<file path="config.mk">
export PLATFORM = sky130hd
export DESIGN_NAME = escaped_byte_frame_receiver
export DESIGN_NICKNAME = d
export VERILOG_FILES = /design/src/rtl/core/efr_pkg.sv /design/src/rtl/core/efr_step.sv /design/src/rtl/core/efr_out_buf.sv /design/src/rtl/core/escaped_byte_frame_receiver.sv
export SDC_FILE = /design/constraint.sdc
export NUM_CORES = 1
export LEC_CHECK = 0
export BUFFER_PORTS_ARGS = -buffer_cell sky130_fd_sc_hd__buf_2
export CAP_MARGIN = 5
export CORE_AREA = 5 5 103 85
export CTS_CLUSTER_SIZE = 14
export DETAILED_ROUTE_END_ITERATION = 12
export DIE_AREA = 0 0 108 90
export PLACE_DENSITY = 0.8
export SETUP_SLACK_MARGIN = 0.1
export SYNTH_ARGS = -nofsm -noshare
export SYNTH_HDL_FRONTEND = slang
export SYNTH_HIERARCHICAL = 1
export SYNTH_SLANG_ARGS = --single-unit
</file>
<file path="constraint.sdc">
create_clock -name i_clk -period 7.8 [get_ports i_clk]
set_clock_uncertainty 0.2 [all_clocks]
set_input_delay 1.17 -clock i_clk [delete_from_list [all_inputs] [get_ports i_clk]]
set_output_delay 1.17 -clock i_clk [all_outputs]
set_load 0.01 [all_outputs]
</file>
<file path="src/rtl/core/efr_pkg.sv">
// shared types and constants for the escaped byte frame receiver
package efr_pkg;

    localparam int BYTE_W  = 8;
    localparam int EVENT_W = 2;
    localparam int CFG_IDX_W = 2;

    localparam logic [BYTE_W-1:0] START_RESET   = 8'd126;
    localparam logic [BYTE_W-1:0] END_RESET     = 8'd127;
    localparam logic [BYTE_W-1:0] ESCAPE_RESET  = 8'd125;
    localparam logic [BYTE_W-1:0] MAX_LEN_RESET = 8'd64;

    typedef enum logic [EVENT_W-1:0] {
        EV_NONE     = 2'd0,
        EV_DATA     = 2'd1,
        EV_COMPLETE = 2'd2,
        EV_OVERFLOW = 2'd3
    } t_event;

    typedef enum logic [CFG_IDX_W-1:0] {
        CFG_START   = 2'd0,
        CFG_END     = 2'd1,
        CFG_ESCAPE  = 2'd2,
        CFG_MAX_LEN = 2'd3
    } t_cfg_reg;

    typedef enum logic {
        KIND_BYTE    = 1'b0,
        KIND_RELEASE = 1'b1
    } t_kind;

    typedef struct packed {
        logic [BYTE_W-1:0] frame_length;
        logic [BYTE_W-1:0] data_byte;
        logic [BYTE_W-1:0] write_index;
        t_event            event_res;
    } t_result;

endpackage

</file>
<file path="src/rtl/core/efr_step.sv">
// deframing state, configuration registers and per-byte decision logic
module efr_step
    import efr_pkg::*;
(
    input  logic                 i_clk,
    input  logic                 i_rst_n,
    input  logic                 i_cfg_we,
    input  logic [CFG_IDX_W-1:0] i_cfg_idx,
    input  logic [BYTE_W-1:0]    i_cfg_data,
    input  logic                 i_accept,
    input  logic                 i_kind,
    input  logic [BYTE_W-1:0]    i_byte,
    output t_result              o_res
);

    logic [BYTE_W-1:0] r_start_byte, r_end_byte, r_escape_byte, r_max_length;
    logic              r_in_frame, r_escape_pending, r_frame_held;
    logic [BYTE_W-1:0] r_byte_count;

    logic              n_in_frame, n_escape_pending, n_frame_held;
    logic [BYTE_W-1:0] n_byte_count;

    always_ff @(posedge i_clk) begin
        if (!i_rst_n) begin
            r_start_byte  <= START_RESET;
            r_end_byte    <= END_RESET;
            r_escape_byte <= ESCAPE_RESET;
            r_max_length  <= MAX_LEN_RESET;
        end else if (i_cfg_we) begin
            unique case (t_cfg_reg'(i_cfg_idx))
                CFG_START:   r_start_byte  <= i_cfg_data;
                CFG_END:     r_end_byte    <= i_cfg_data;
                CFG_ESCAPE:  r_escape_byte <= i_cfg_data;
                CFG_MAX_LEN: r_max_length  <= i_cfg_data;
                default: ;
            endcase
        end
    end

    always_comb begin
        n_in_frame       = r_in_frame;
        n_escape_pending = r_escape_pending;
        n_frame_held     = r_frame_held;
        n_byte_count     = r_byte_count;
        o_res            = '0;
        o_res.event_res  = EV_NONE;
        if (t_kind'(i_kind) == KIND_RELEASE) begin
            n_frame_held = 1'b0;
        end else if (r_frame_held) begin
            // held frame: byte dropped
        end else if (r_byte_count >= r_max_length) begin
            n_in_frame       = 1'b0;
            n_escape_pending = 1'b0;
            n_byte_count     = '0;
            o_res.event_res  = EV_OVERFLOW;
        end else if (!r_in_frame) begin
            if (i_byte == r_start_byte) begin
                n_in_frame       = 1'b1;
                n_escape_pending = 1'b0;
            end
        end else if (!r_escape_pending && i_byte == r_escape_byte) begin
            n_escape_pending = 1'b1;
        end else if (!r_escape_pending && i_byte == r_end_byte) begin
            n_in_frame         = 1'b0;
            n_frame_held       = 1'b1;
            n_byte_count       = '0;
            o_res.event_res    = EV_COMPLETE;
            o_res.frame_length = r_byte_count;
        end else begin
            n_escape_pending  = 1'b0;
            n_byte_count      = r_byte_count + 1'b1;
            o_res.event_res   = EV_DATA;
            o_res.write_index = r_byte_count;
            o_res.data_byte   = i_byte;
        end
    end

    always_ff @(posedge i_clk) begin
        if (!i_rst_n) begin
            r_in_frame       <= 1'b0;
            r_escape_pending <= 1'b0;
            r_frame_held     <= 1'b0;
            r_byte_count     <= '0;
        end else if (i_accept) begin
            r_in_frame       <= n_in_frame;
            r_escape_pending <= n_escape_pending;
            r_frame_held     <= n_frame_held;
            r_byte_count     <= n_byte_count;
        end
    end

endmodule

</file>
<file path="src/rtl/core/efr_out_buf.sv">
// result register with skid stage toward the output stream
module efr_out_buf
    import efr_pkg::*;
(
    input  logic    i_clk,
    input  logic    i_rst_n,
    input  logic    i_push,
    input  t_result i_res,
    output logic    o_ready,
    output logic    o_valid,
    output t_result o_res,
    input  logic    i_ready
);

    logic    r_main_v, r_skid_v, n_main_v, n_skid_v;
    t_result r_main, r_skid, n_main, n_skid;
    logic    pop;

    assign o_ready = !r_skid_v;
    assign o_valid = r_main_v;
    assign o_res   = r_main;
    assign pop     = r_main_v && i_ready;

    always_comb begin
        n_main_v = r_main_v;
        n_skid_v = r_skid_v;
        n_main   = r_main;
        n_skid   = r_skid;
        if (pop) begin
            if (r_skid_v) begin
                n_main   = r_skid;
                n_skid_v = 1'b0;
            end else begin
                n_main_v = i_push;
                n_main   = i_res;
            end
        end else if (i_push) begin
            if (!r_main_v) begin
                n_main_v = 1'b1;
                n_main   = i_res;
            end else begin
                n_skid_v = 1'b1;
                n_skid   = i_res;
            end
        end
    end

    always_ff @(posedge i_clk) begin
        if (!i_rst_n) begin
            r_main_v <= 1'b0;
            r_skid_v <= 1'b0;
        end else begin
            r_main_v <= n_main_v;
            r_skid_v <= n_skid_v;
        end
        r_main <= n_main;
        r_skid <= n_skid;
    end

endmodule

</file>
<file path="src/rtl/core/escaped_byte_frame_receiver.sv">
// top level of the escaped byte frame receiver
// Takes one transaction per cycle, byte or release, while the skid stage is free, and gives exactly
// one result transaction for each through a result register; a skid stage lets the input keep
// flowing for one extra transaction while the output stalls, so the rate is one item per
// clock as long as the output side takes results. Frame state updates when the input
// transaction is accepted.
module escaped_byte_frame_receiver
    import efr_pkg::*;
(
    input  logic                 i_clk,
    input  logic                 i_rst_n,
    input  logic                 i_cfg_we,
    input  logic [CFG_IDX_W-1:0] i_cfg_idx,
    input  logic [BYTE_W-1:0]    i_cfg_data,
    input  logic                 i_s_tvalid,
    output logic                 o_s_tready,
    input  logic [7:0]           i_s_tdata,   // byte_value
    input  logic                 i_s_tuser,   // kind
    output logic                 o_m_tvalid,
    input  logic                 i_m_tready,
    output logic [23:0]          o_m_tdata,   // frame_length, data_byte, write_index
    output logic [1:0]           o_m_tuser    // event_res
);

    logic    accept;
    t_result step_res, out_res;

    assign accept = i_s_tvalid && o_s_tready;

    efr_step u_step (
        .i_clk      (i_clk),
        .i_rst_n    (i_rst_n),
        .i_cfg_we   (i_cfg_we),
        .i_cfg_idx  (i_cfg_idx),
        .i_cfg_data (i_cfg_data),
        .i_accept   (accept),
        .i_kind     (i_s_tuser),
        .i_byte     (i_s_tdata),
        .o_res      (step_res)
    );

    efr_out_buf u_out_buf (
        .i_clk   (i_clk),
        .i_rst_n (i_rst_n),
        .i_push  (accept),
        .i_res   (step_res),
        .o_ready (o_s_tready),
        .o_valid (o_m_tvalid),
        .o_res   (out_res),
        .i_ready (i_m_tready)
    );

    assign o_m_tuser = out_res.event_res;
    assign o_m_tdata = {out_res.frame_length, out_res.data_byte, out_res.write_index};

endmodule

</file>
# Yosys cells after proc, flatten, opt, wreduce, memory -nomap -nowiden
# Index checks and enable logic that the tools add are counted.
# totals
register_bits,97
out_inout_bits,28
# op_classes
n_addsub,1
magnitude_cmp,1
eq_ne,10
mux,36
bitwise,4
reduce_logical,22
# ops
cell,count
two-way mux 26 bit,8
two-way mux 8 bit,5
equality test 8 bit,3
two-way mux 24 bit,1
two-way mux 1 bit,19
two-way mux 16 bit,1
AND reduction 2 bit,7
AND reduction 5 bit,2
adder 8 x 1 -> 8 bit (second input constant),1
greater-or-equal comparator 8 bit,1
AND reduction 3 bit,2
equality test 2 bit (second input constant),2
logical AND 1 bit,4
two-way mux 2 bit,2
inequality test 2 bit (second input constant),2
inequality test 4 bit (second input constant),1
NOT 1 bit,4
nonzero test 2 bit,2
nonzero test 3 bit,1
equality test 2 x 1 -> 1 bit (second input constant),1
logical NOT 1 bit,2
logical NOT 2 bit,1
inequality test 2 x 1 -> 1 bit (second input constant),1
OR reduction 2 bit,1

# Logic depth before layout (Yosys ltp)
# Gate-level depths: netlist (run 1).
# logic_depth
word_depth,11
mapped_depth,10
mapped_depth_nobuf,9

# Hierarchy
# The synthesis (run 1) kept the hierarchy.
# modules_own_cells
mod,n_inst,cells_per_inst,area_each_um2,seq_area_each_um2
efr_step,1,300,2382.3,860.8
efr_out_buf,1,93,2057.0,1601.5
escaped_byte_frame_receiver,1,1,6.3,0.0

# Worst setup path before layout (run 1)
# No wires, ideal clock.
# synth_timing
path_type,input to register
start,in i_s_tvalid
end,"reg u_out_buf.r_main, in the netlist u_out_buf/o_res[0], enable pin"
arrival_ns,3.293
required_ns,7.155
slack_ns,3.862
stages,3
path_buffers,0
path_cell_list,and2_1 > inv_1 > o21ai_0
# synth_between
elab_chain_len,3
# synth_lines
item,line_no,rtl
start: declaration,escaped_byte_frame_receiver.sv:15,"input logic i_s_tvalid,"
logical AND 1 bit,escaped_byte_frame_receiver.sv:28,assign accept = i_s_tvalid && o_s_tready;
nonzero test 2 bit (no source line),-,
AND reduction 2 bit (no source line),-,
end signal: assignment,efr_out_buf.sv:56,r_main <= n_main;
end: declaration,efr_out_buf.sv:16,"t_result r_main, r_skid, n_main, n_skid;"
# Every way passes these cells.
# A chain may end at the register's enable or synchronous reset.

==> results of run 1 <==
-- cells in the mapped netlist (2+ instances only) --
cell	number	area share, %
edfxtp_1	52	35
a31oi_1	2	0.28
and2_1	27	3.8
nand4_1	4	0.56
xnor2_1	20	3.9
nor3_1	2	0.23
o21ai_0	4	0.45
nor2_1	12	1.0
a21boi_0	13	2.2
o21a_1	2	0.34
inv_1	11	0.93
a211oi_1	2	0.34
mux2_4	20	6.8
nor4_1	3	0.42
and3_1	2	0.28
mux2_2	6	1.5
buf_6	3	0.76
dfxtp_1	45	20
a21oi_1	9	1.0
xor2_1	10	2.0
ha_1	9	2.5
o22ai_1	2	0.28
nand2_1	81	6.8
nand3_1	23	2.6
clkbuf_1	9	0.76
-- cells in the final DEF (no fill, tap or decap), types with 2 or more instances in the layout --
master,instances
a21boi_0,13
mux2_2,6
a21oi_1,9
buf_4,2
edfxtp_1,52
nand2_1,81
a31oi_1,2
and2_1,27
nor3_1,2
inv_8,2
ha_1,9
buf_2,51
o21ai_2,2
dfxtp_1,45
xor2_1,10
bufinv_16,2
nand3_1,23
nor4_1,3
mux2_4,20
o21a_1,2
nand4_1,4
clkbuf_8,9
nor2_1,11
a211oi_1,2
inv_1,11
o21ai_0,3
o22ai_1,2
and3_1,2
xnor2_1,20
-- final cells by class --
cell class | instances | area [um2] | share of cell area [%]
clock buffers | 9 | 124 | 2.47
clock inverters | 7 | 108 | 2.15
inverters | 11 | 41.3 | 0.823
multi-input cells | 273 | 1880 | 37.4
flip-flops and latches | 97 | 2460 | 49.1
well taps | 108 | 135 | 2.69
repair buffers | 53 | 270 | 5.39
-- critical path, cell delays in order --
cell and delay (ns):
buf_2 0.15, xnor2_1 0.19, nand4_1 0.11, nor4_1 0.62
inv_1 0.18, and3_4 0.26, and2_1 0.20, mux2_4 0.26
-- metal layers --
layer / up-vias / global-route usage [%] / part of all wire [%]
li1: 1464 / - / -
met1: 1422 / 26.0 / 45
met2: 123 / 27.7 / 46
met3: 16 / 6.02 / 8.0
met4: 0 / 5.05 / 1.4
met5: - / 0 / 0
-- kinds of logic after synthesis --
| family | count (synthesis) | synth area share [%] |
|---|---|---|
| compound gates | 41 | 6.95 |
| xor+xnor | 30 | 5.91 |
| fa+ha+maj | 9 | 2.53 |
| buf+inv | 24 | 2.56 |
| flops | 97 | 55.4 |
| mux | 26 | 8.27 |
| simple gates | 167 | 18.4 |
-- worst min path at each step --
stage,to,start,slack [ns],cells past startpoint
3_3_place_gp,u_step/r_max_length[7],u_step/r_max_length[7],0.26,2
2_1_floorplan,u_step/r_max_length[7],u_step/r_max_length[7],0.24,2
6_report,u_step/r_max_length[4],u_step/r_max_length[4],0.27,2
5_1_grt,u_step/r_start_byte[2],u_step/r_start_byte[2],0.31,2
4_1_cts,u_step/r_max_length[4],u_step/r_max_length[4],0.27,2
3_5_place_dp,u_step/r_max_length[4],u_step/r_max_length[4],0.26,2
-- power by group through the flow --
stage	Clock [mW]	Sequential [mW]	Combinational [mW]
after floorplan	0	0.582	0.0430
after global placement	0	0.576	0.0796
after detailed placement	0	0.576	0.0814
after CTS	0.379	0.565	0.0815
after global routing	0.403	0.567	0.0899
final	0.370	0.564	0.0817
-- metrics by stage --
stage                     total power, mW  worst slack (ns)  utilization (%)  hold slack [ns]
after floorplan                     0.625              3.86                -            0.244
after global placement              0.655              4.26             62.2            0.256
after detailed placement            0.658              4.25             62.2            0.260
after CTS                            1.02              4.64             65.2            0.272
after global routing                 1.06              4.36             65.2            0.307
final                                1.02              4.57             65.2            0.267
-- state kept, by name (all words and copies together) (netlist names) --
name and cells:
u_out_buf/o_res 26, u_out_buf/r_skid 26, u_step/r_byte_count 8, u_step/r_end_byte 8, u_step/r_escape_byte 8, u_step/r_max_length 8, u_step/r_start_byte 8, u_out_buf/o_valid 1
u_out_buf/r_skid_v 1, u_step/r_escape_pending 1, u_step/r_frame_held 1, u_step/r_in_frame 1
==> flow_summary.toml, run 1 <==
[status]
run_status = "finished, final reports clean"

[cells_and_area]
nets = 478
area_growth_pct = 12.8
fin_cells = 558
fillCellCount = 613
drive_gt1_share_pct = 24.2
finalInstanceArea_um2 = 5020
n_antenna_cell = 0

[worst_setup_path]
r2r-start = "u_step/r_byte_count[0]"
timing.rr.end = "u_out_buf/o_res[0]"
cp-startpoint = "i_s_tdata[1]"
reg2reg_depth = 8
critPathLaunchType = "input pin"
crit_path_end_kind = "flop"
reg2reg_slack_ns = 4.88
critPathMaxFanout = 16
crit_type = "input pin to flop"
endpoint = "u_out_buf/o_res[15]"
worst_ep_required_time_ns = 7.72
worst_ep_arrival_time_ns = 3.15

[run]
cap_violations = 0

[synthesis]
synth_seq_area_share_pct = 55.4
syn_nets = 427
synth_ff_type = "edfxtp_1"
synth.distinct_cells = 46
synth-edff-count = 52
ys_warn_count = 6
synthCells = 394
ys_ff_latch = 97
syn_area_um2 = 4450
synthArstFlopShare_pct = 0
avgSynthCellArea_um2 = 11.3

[global_routing]
grtUsageTotal_pct = 18.5
grt_max_degree = 42
grt_pass1_vias = 2942
grt-ovfl-total = 0
grt_pass1_wl_mm = 14.4
grt_antenna_before_repair = 0

[place]
place_area_um2 = 4780
gp_congestion = 0.859
dp.cells = 542
portBuffers = 51
dp_hpwl_mm = 6.24

[cts]
post_cts_buffers = 0
clk_latency_ns = 0.36
tritoncts = "yes"
cts_resized = 0
cts-root-buf = "clkbuf_8"
path_clk_slew_ns = 0.09
cts_hold_buffers = 0
cts.path.max_buffers = 2
cts_buffers = 9
cts_num_sinks = 97
h-tree-depth = 3

[floorplanning]
design.core.area_um2 = 7690
start_util_pct = 57.8
rows = 29
die_h_um = 90
fp.dieW_um = 108
die_area_um2 = 9720
ios = 52

[timing]
min_period_ns = 3.23
setup_viol = 0
min_period_over_period_pct = 41.4
maxSlewHeadroom_pct = 25.3
tightest_slew_ns = 1.12
hold_viol = 0
max_freq_ghz = 0.310
report.final.slew_viol_count = 0
fin_tns_setup_ns = 0
rsz0062_at_grt = "no"

[routing]
drc = 0
totalWireLength_mm = 8.54
num_vias = 3025
first_iter_violations = 253
wire_per_inst_um = 15.3
dr.pass1.iters = 5
drt-vias-per-instance = 5.42
ant_nets = 0

[power]
pwr-share-seq_pct = 55.5
clock_power_share_pct = 36.4
p_leak_nw = 2.04
p_sw_share_pct = 23.9
powerDensity_nw_per_um2 = 203
p_int_mw = 0.773
vdd_ir_drop_max_mv = 0.122
switching_power_mw = 0.243
power_frac_comb_pct = 8.0

[worst_hold_path]
worstHoldPathType = "flop to flop"
Note: power is estimated with default switching activity, not from simulation.
==> run 2, diff against run 1 <==
--- a/config.mk
+++ b/config.mk
@@ -7,11 +7,11 @@
 export LEC_CHECK = 0
 export BUFFER_PORTS_ARGS = -buffer_cell sky130_fd_sc_hd__buf_2
 export CAP_MARGIN = 5
-export CORE_AREA = 5 5 103 85
+export CORE_AREA = 5 5 104 87
 export CTS_CLUSTER_SIZE = 14
 export DETAILED_ROUTE_END_ITERATION = 12
-export DIE_AREA = 0 0 108 90
-export PLACE_DENSITY = 0.8
+export DIE_AREA = 0 0 109 92
+export PLACE_DENSITY = 0.78
 export SETUP_SLACK_MARGIN = 0.1
 export SYNTH_ARGS = -nofsm -noshare
 export SYNTH_HDL_FRONTEND = slang
==> constraint.sdc (replaced) <==
create_clock -name i_clk -period 3.3 [get_ports i_clk]
set_clock_uncertainty 0.2 [all_clocks]
set_input_delay 0.495 -clock i_clk [delete_from_list [all_inputs] [get_ports i_clk]]
set_output_delay 0.495 -clock i_clk [all_outputs]
set_load 0.01 [all_outputs]
==> run 2 against run 1 <==
Hold slack worse by 0.052 ns. Cell area barely moved. Sequential power grew 140%. Via count is 2.0% lower. Critical path type is now flop to flop. Critical endpoint is now u_out_buf/o_res[0].
==> flow_summary.toml, run 2 (synthesis results as in run 1) <==
[status]
run_status = "finished, final reports clean"

[run]
cap_violations = 0

[timing]
min_period_over_period_pct = 86.6
rsz0062_at_grt = "no"
maxSlewHeadroom_pct = 54.3
report.final.slew_viol_count = 0
fin_tns_setup_ns = 0
hold_ws_ns = 0.215
max_freq_ghz = 0.350
setup_viol = 0
tightest_slew_ns = 0.685
min_period_ns = 2.86
hold_viol = 0

[power]
vdd_ir_drop_max_mv = 0.265
power_mw = 2.34
p_leak_nw = 2.05
p_int_mw = 1.76
pwr-share-seq_pct = 57.0
p_sw_share_pct = 24.8
powerDensity_nw_per_um2 = 466
power_frac_comb_pct = 8.3
switching_power_mw = 0.581
clock_power_share_pct = 34.7

[worst_hold_path]
hp-start = "i_cfg_data[2]"
worstHoldPathType = "input pin to flop"
hold_end = "u_step/r_start_byte[2]"
hold_depth = 3

[floorplanning]
die_h_um = 92
ios = 52
design.core.area_um2 = 7800
fp.dieW_um = 109
die_area_um2 = 10000
start_util_pct = 57.0
rows = 29

[place]
dp.cells = 545
dp_hpwl_mm = 6.11
gp_congestion = 0.846
portBuffers = 51

[global_routing]
grt-ovfl-total = 0
grt_pass1_vias = 2797
grt_max_degree = 42
grt_antenna_before_repair = 0
grtUsageTotal_pct = 17.2
grt_pass1_wl_mm = 13.6

[cts]
cts_buffers = 9
post_cts_buffers = 0
cts_resized = 0
h-tree-depth = 3
cts_num_sinks = 97
clk_latency_ns = 0.36
cts.path.max_buffers = 2
cts-root-buf = "clkbuf_8"
cts_hold_buffers = 0
path_clk_slew_ns = 0.10
tritoncts = "yes"

[worst_setup_path]
worstPathCellList = "inv_1 > ha_1 > nand2b_1 > a2111o_1 > a31oi_2 > o21ai_0 > and2_1 > mux2_2"
r2r-start = "u_step/r_byte_count[0]"
worst_ep_arrival_time_ns = 2.78
critPathLaunchType = "flop"
reg2reg_depth = 8
timing.rr.end = "u_out_buf/o_res[0]"
critPathMaxFanout = 9
worst_ep_required_time_ns = 3.22
crit_path_end_kind = "flop"
crit_type = "flop to flop"
reg2reg_slack_ns = 0.44
cp_slowest_cell = "dfxtp_1"
slowest_delay_ns = 0.44

[routing]
drc = 0
ant_nets = 0
num_vias = 2963
dr.pass1.iters = 4
drt-vias-per-instance = 5.28
totalWireLength_mm = 8.35
wire_per_inst_um = 14.9
first_iter_violations = 160

[cells_and_area]
n_antenna_cell = 0
layout_common_cells = "nand2_1, edfxtp_1, buf_2, dfxtp_1, and2_1"
fin_cells = 561
multiInputGateArea_um2 = 1880
nets = 481
fillCellCount = 622
register_area_um2 = 2460
area_growth_pct = 12.9
final_common_cell = "nand2_1"
drive_gt1_share_pct = 24.7
-- run 2: cell count changes in the layout (fill, tap and decap cells not counted) --
cell / change
buf_4: +3
bufinv_16: -1
clkinv_4: +1
clkinvlp_4: -1
inv_8: +1
-- run 2: worst max-delay path by stage --
stage	start	to	slack, ns
2_1_floorplan	u_step/r_byte_count[0]	u_out_buf/o_res[0]	0.71
3_3_place_gp	u_step/r_byte_count[0]	u_out_buf/o_res[0]	0.58
3_5_place_dp	u_step/r_byte_count[0]	u_out_buf/o_res[0]	0.46
4_1_cts	u_step/r_byte_count[0]	u_out_buf/o_res[0]	0.46
5_1_grt	u_step/r_byte_count[0]	u_out_buf/o_res[0]	0.29
6_report	u_step/r_byte_count[0]	u_out_buf/o_res[0]	0.44
-- run 2: critical path, delay by kind of cell (launching register included) --
kind                     cells  cell delay, ns
adder cells (fa/ha/maj)      1            0.26
flip-flops                   1            0.44
AO/OA/AOI/OAI                3            1.03
multiplexers                 1            0.26
buffers and inverters        1            0.09
AND/OR/NAND/NOR              2            0.34
-- run 2: power groups by stage --
stage	sequential, mW	combinational (mW)	clock, mW
after floorplan	1.37	0.102	0
after global placement	1.36	0.188	0
after detailed placement	1.36	0.194	0
after CTS	1.33	0.195	0.834
after global routing	1.34	0.214	0.885
final	1.33	0.194	0.812
-- run 2: routing by layer --
metal | up-vias | global-route usage, % | part of all wire [%]
met1 | 1383 | 23.7 | 47
li1 | 1471 | - | -
met3 | 17 | 3.93 | 6.0
met5 | - | 0 | 0
met2 | 92 | 26.5 | 46
met4 | 0 | 6.41 | 1.9
-- run 2: area by class of cell --
| type | instances | area share (%) |
|---|---|---|
| multi-input combinational | 273 | 37.4 |
| tap | 108 | 2.69 |
| inverter | 11 | 0.822 |
| timing repair buffer | 56 | 5.83 |
| sequential | 97 | 49.0 |
| clock buffer | 9 | 2.47 |
| clock inverter | 7 | 1.79 |
-- run 2: stage by stage --
step                      cell area, um2  utilization [%]  worst slack [ns]
after floorplan                     4450                -             0.707
after global placement              4810             61.6             0.576
after detailed placement            4810             61.6             0.464
after CTS                           5020             64.4             0.457
after global routing                5020             64.4             0.295
final                               5020             64.4             0.443
==> run 3, diff against run 2 <==
--- a/config.mk
+++ b/config.mk
@@ -7,10 +7,10 @@
 export LEC_CHECK = 0
 export BUFFER_PORTS_ARGS = -buffer_cell sky130_fd_sc_hd__buf_2
 export CAP_MARGIN = 5
-export CORE_AREA = 5 5 104 87
+export CORE_AREA = 8 8 107 90
 export CTS_CLUSTER_SIZE = 14
 export DETAILED_ROUTE_END_ITERATION = 12
-export DIE_AREA = 0 0 109 92
+export DIE_AREA = 0 0 115 98
 export PLACE_DENSITY = 0.78
 export SETUP_SLACK_MARGIN = 0.1
 export SYNTH_ARGS = -nofsm -noshare
==> run 3 against run 2 <==
Register-to-register slack hardly changed. Sequential power hardly changed. Routed wire length increased by 1.6%. Global-route usage is 1.5 points lower. Largest cell class unchanged. Sequential share of layout area did not move. Via count is 0.57% lower. Hold slack worse by 0.019 ns. Critical path depth did not move. Clock power decreased by 0.5%. Cell count increased by 0.53%. Total power fell by 0.22%. First-iteration DRC count shrank 3.1%.
==> flow_summary.toml, run 3 (synthesis results as in run 1) <==
[cells_and_area]
multiInputGateArea_um2 = 1880
n_antenna_cell = 0
layout_common_cells = "nand2_1, edfxtp_1, buf_2, dfxtp_1, and2_1"
drive_gt1_share_pct = 24.6
fillCellCount = 662
final_common_cell = "nand2_1"
register_area_um2 = 2460
finalInstanceArea_um2 = 5020
fin_cells = 564
area_growth_pct = 12.9
nets = 480

[cts]
cts-root-buf = "clkbuf_8"
post_cts_buffers = 0
h-tree-depth = 3
cts.path.max_buffers = 2
tritoncts = "yes"
cts_num_sinks = 97
cts_hold_buffers = 0
cts_resized = 0
cts_buffers = 9
clk_latency_ns = 0.37
path_clk_slew_ns = 0.10

[power]
power_mw = 2.33
vdd_ir_drop_max_mv = 0.260
p_sw_share_pct = 24.8
p_int_mw = 1.76
p_leak_nw = 2.05
pwr-share-seq_pct = 57.1
switching_power_mw = 0.578
clock_power_share_pct = 34.6
powerDensity_nw_per_um2 = 465
power_frac_comb_pct = 8.3

[routing]
first_iter_violations = 155
drc = 0
drt-vias-per-instance = 5.22
totalWireLength_mm = 8.48
dr.pass1.iters = 4
wire_per_inst_um = 15.0
num_vias = 2946
ant_nets = 0

[timing]
min_period_ns = 2.85
hold_viol = 0
maxSlewHeadroom_pct = 30.9
fin_tns_setup_ns = 0
report.final.slew_viol_count = 0
rsz0062_at_grt = "no"
max_freq_ghz = 0.351
setup_viol = 0
layout_setup_ws_ns = 0.451
min_period_over_period_pct = 86.3
tightest_slew_ns = 1.03

[floorplanning]
rows = 30
start_util_pct = 55.3
design.core.area_um2 = 8030
fp.dieW_um = 115
die_h_um = 98
ios = 52
die_area_um2 = 11300

[worst_setup_path]
timing.rr.end = "u_out_buf/o_res[0]"
r2r-start = "u_step/r_byte_count[0]"
crit_path_end_kind = "flop"
worst_ep_required_time_ns = 3.23
critPathLaunchType = "flop"
slowest_delay_ns = 0.44
cp-startpoint = "u_step/r_byte_count[0]"
crit_type = "flop to flop"
worst_ep_arrival_time_ns = 2.78
reg2reg_depth = 8
cp_slowest_cell = "a2111o_1"
worstPathCellList = "inv_1 > ha_1 > nand2b_1 > a2111o_1 > a31oi_2 > o21ai_0 > and2_1 > mux2_2"
critPathMaxFanout = 9
reg2reg_slack_ns = 0.45

[global_routing]
grt_pass1_vias = 2987
grt_antenna_before_repair = 0
grtUsageTotal_pct = 15.7
grt_max_degree = 42
grt-ovfl-total = 0
grt_pass1_wl_mm = 14.2

[place]
dp.cells = 548
gp_congestion = 0.882
place_area_um2 = 4800
portBuffers = 51
dpl_worst_slack_ns = 0.508
dp_hpwl_mm = 6.24

[worst_hold_path]
worstHoldPathType = "input pin to flop"
hold_depth = 3
hp-start = "i_cfg_data[2]"
hold_end = "u_step/r_start_byte[2]"

[run]
cap_violations = 0

[status]
run_status = "finished, final reports clean"
run 3: changes by cell type in the layout (fill, tap and decap cells not counted), sizes merged:
cell	delta
buf	-1
clkinv	+1
inv	-1
run 3: power by group through the flow:
stage	sequential, mW	clock (mW)	combinational, mW
final	1.33	0.808	0.193
after global routing	1.34	0.877	0.214
after CTS	1.33	0.825	0.194
after detailed placement	1.36	0	0.194
after global placement	1.36	0	0.188
after floorplan	1.37	0	0.102
run 3: cell type report:
type,count,area share [%]
flip-flops and latches,97,49.0
multi-input cells,273,37.4
well taps,112,2.79
repair buffers,55,5.68
clock inverters,7,1.84
inverters,11,0.822
clock buffers,9,2.47
run 3: worst max-delay path by stage:
stage / slack [ns] / depth (start not counted) / to
after floorplan: 0.71 / 8 / u_out_buf/o_res[0]
after global placement: 0.57 / 8 / u_out_buf/o_res[0]
after detailed placement: 0.51 / 8 / u_out_buf/o_res[0]
after CTS: 0.48 / 8 / u_out_buf/o_res[0]
after global routing: 0.33 / 8 / u_out_buf/o_res[0]
final: 0.45 / 8 / u_out_buf/o_res[0]
run 3: metal layers:
layer | track usage, % | wire length (um)
met1 | 19.3 | 3910
met2 | 26.2 | 3920
met3 | 4.63 | 558
met4 | 3.83 | 87
met5 | 0 | 0
run 3: worst max-delay path, delay by kind of cell, from the launching register on:
family	cells	cell delay, ns
AO/OA/AOI/OAI	3	1.04
flip-flops	1	0.42
AND/OR/NAND/NOR	2	0.34
adder cells (fa/ha/maj)	1	0.28
multiplexers	1	0.26
buffers and inverters	1	0.10
run 3: through the flow:
step           util, %  hold WS [ns]
2_1_floorplan        -         0.244
3_3_place_gp      59.8         0.257
3_5_place_dp      59.8         0.262
4_1_cts           62.5         0.183
5_1_grt           62.5         0.192
6_report          62.5         0.196
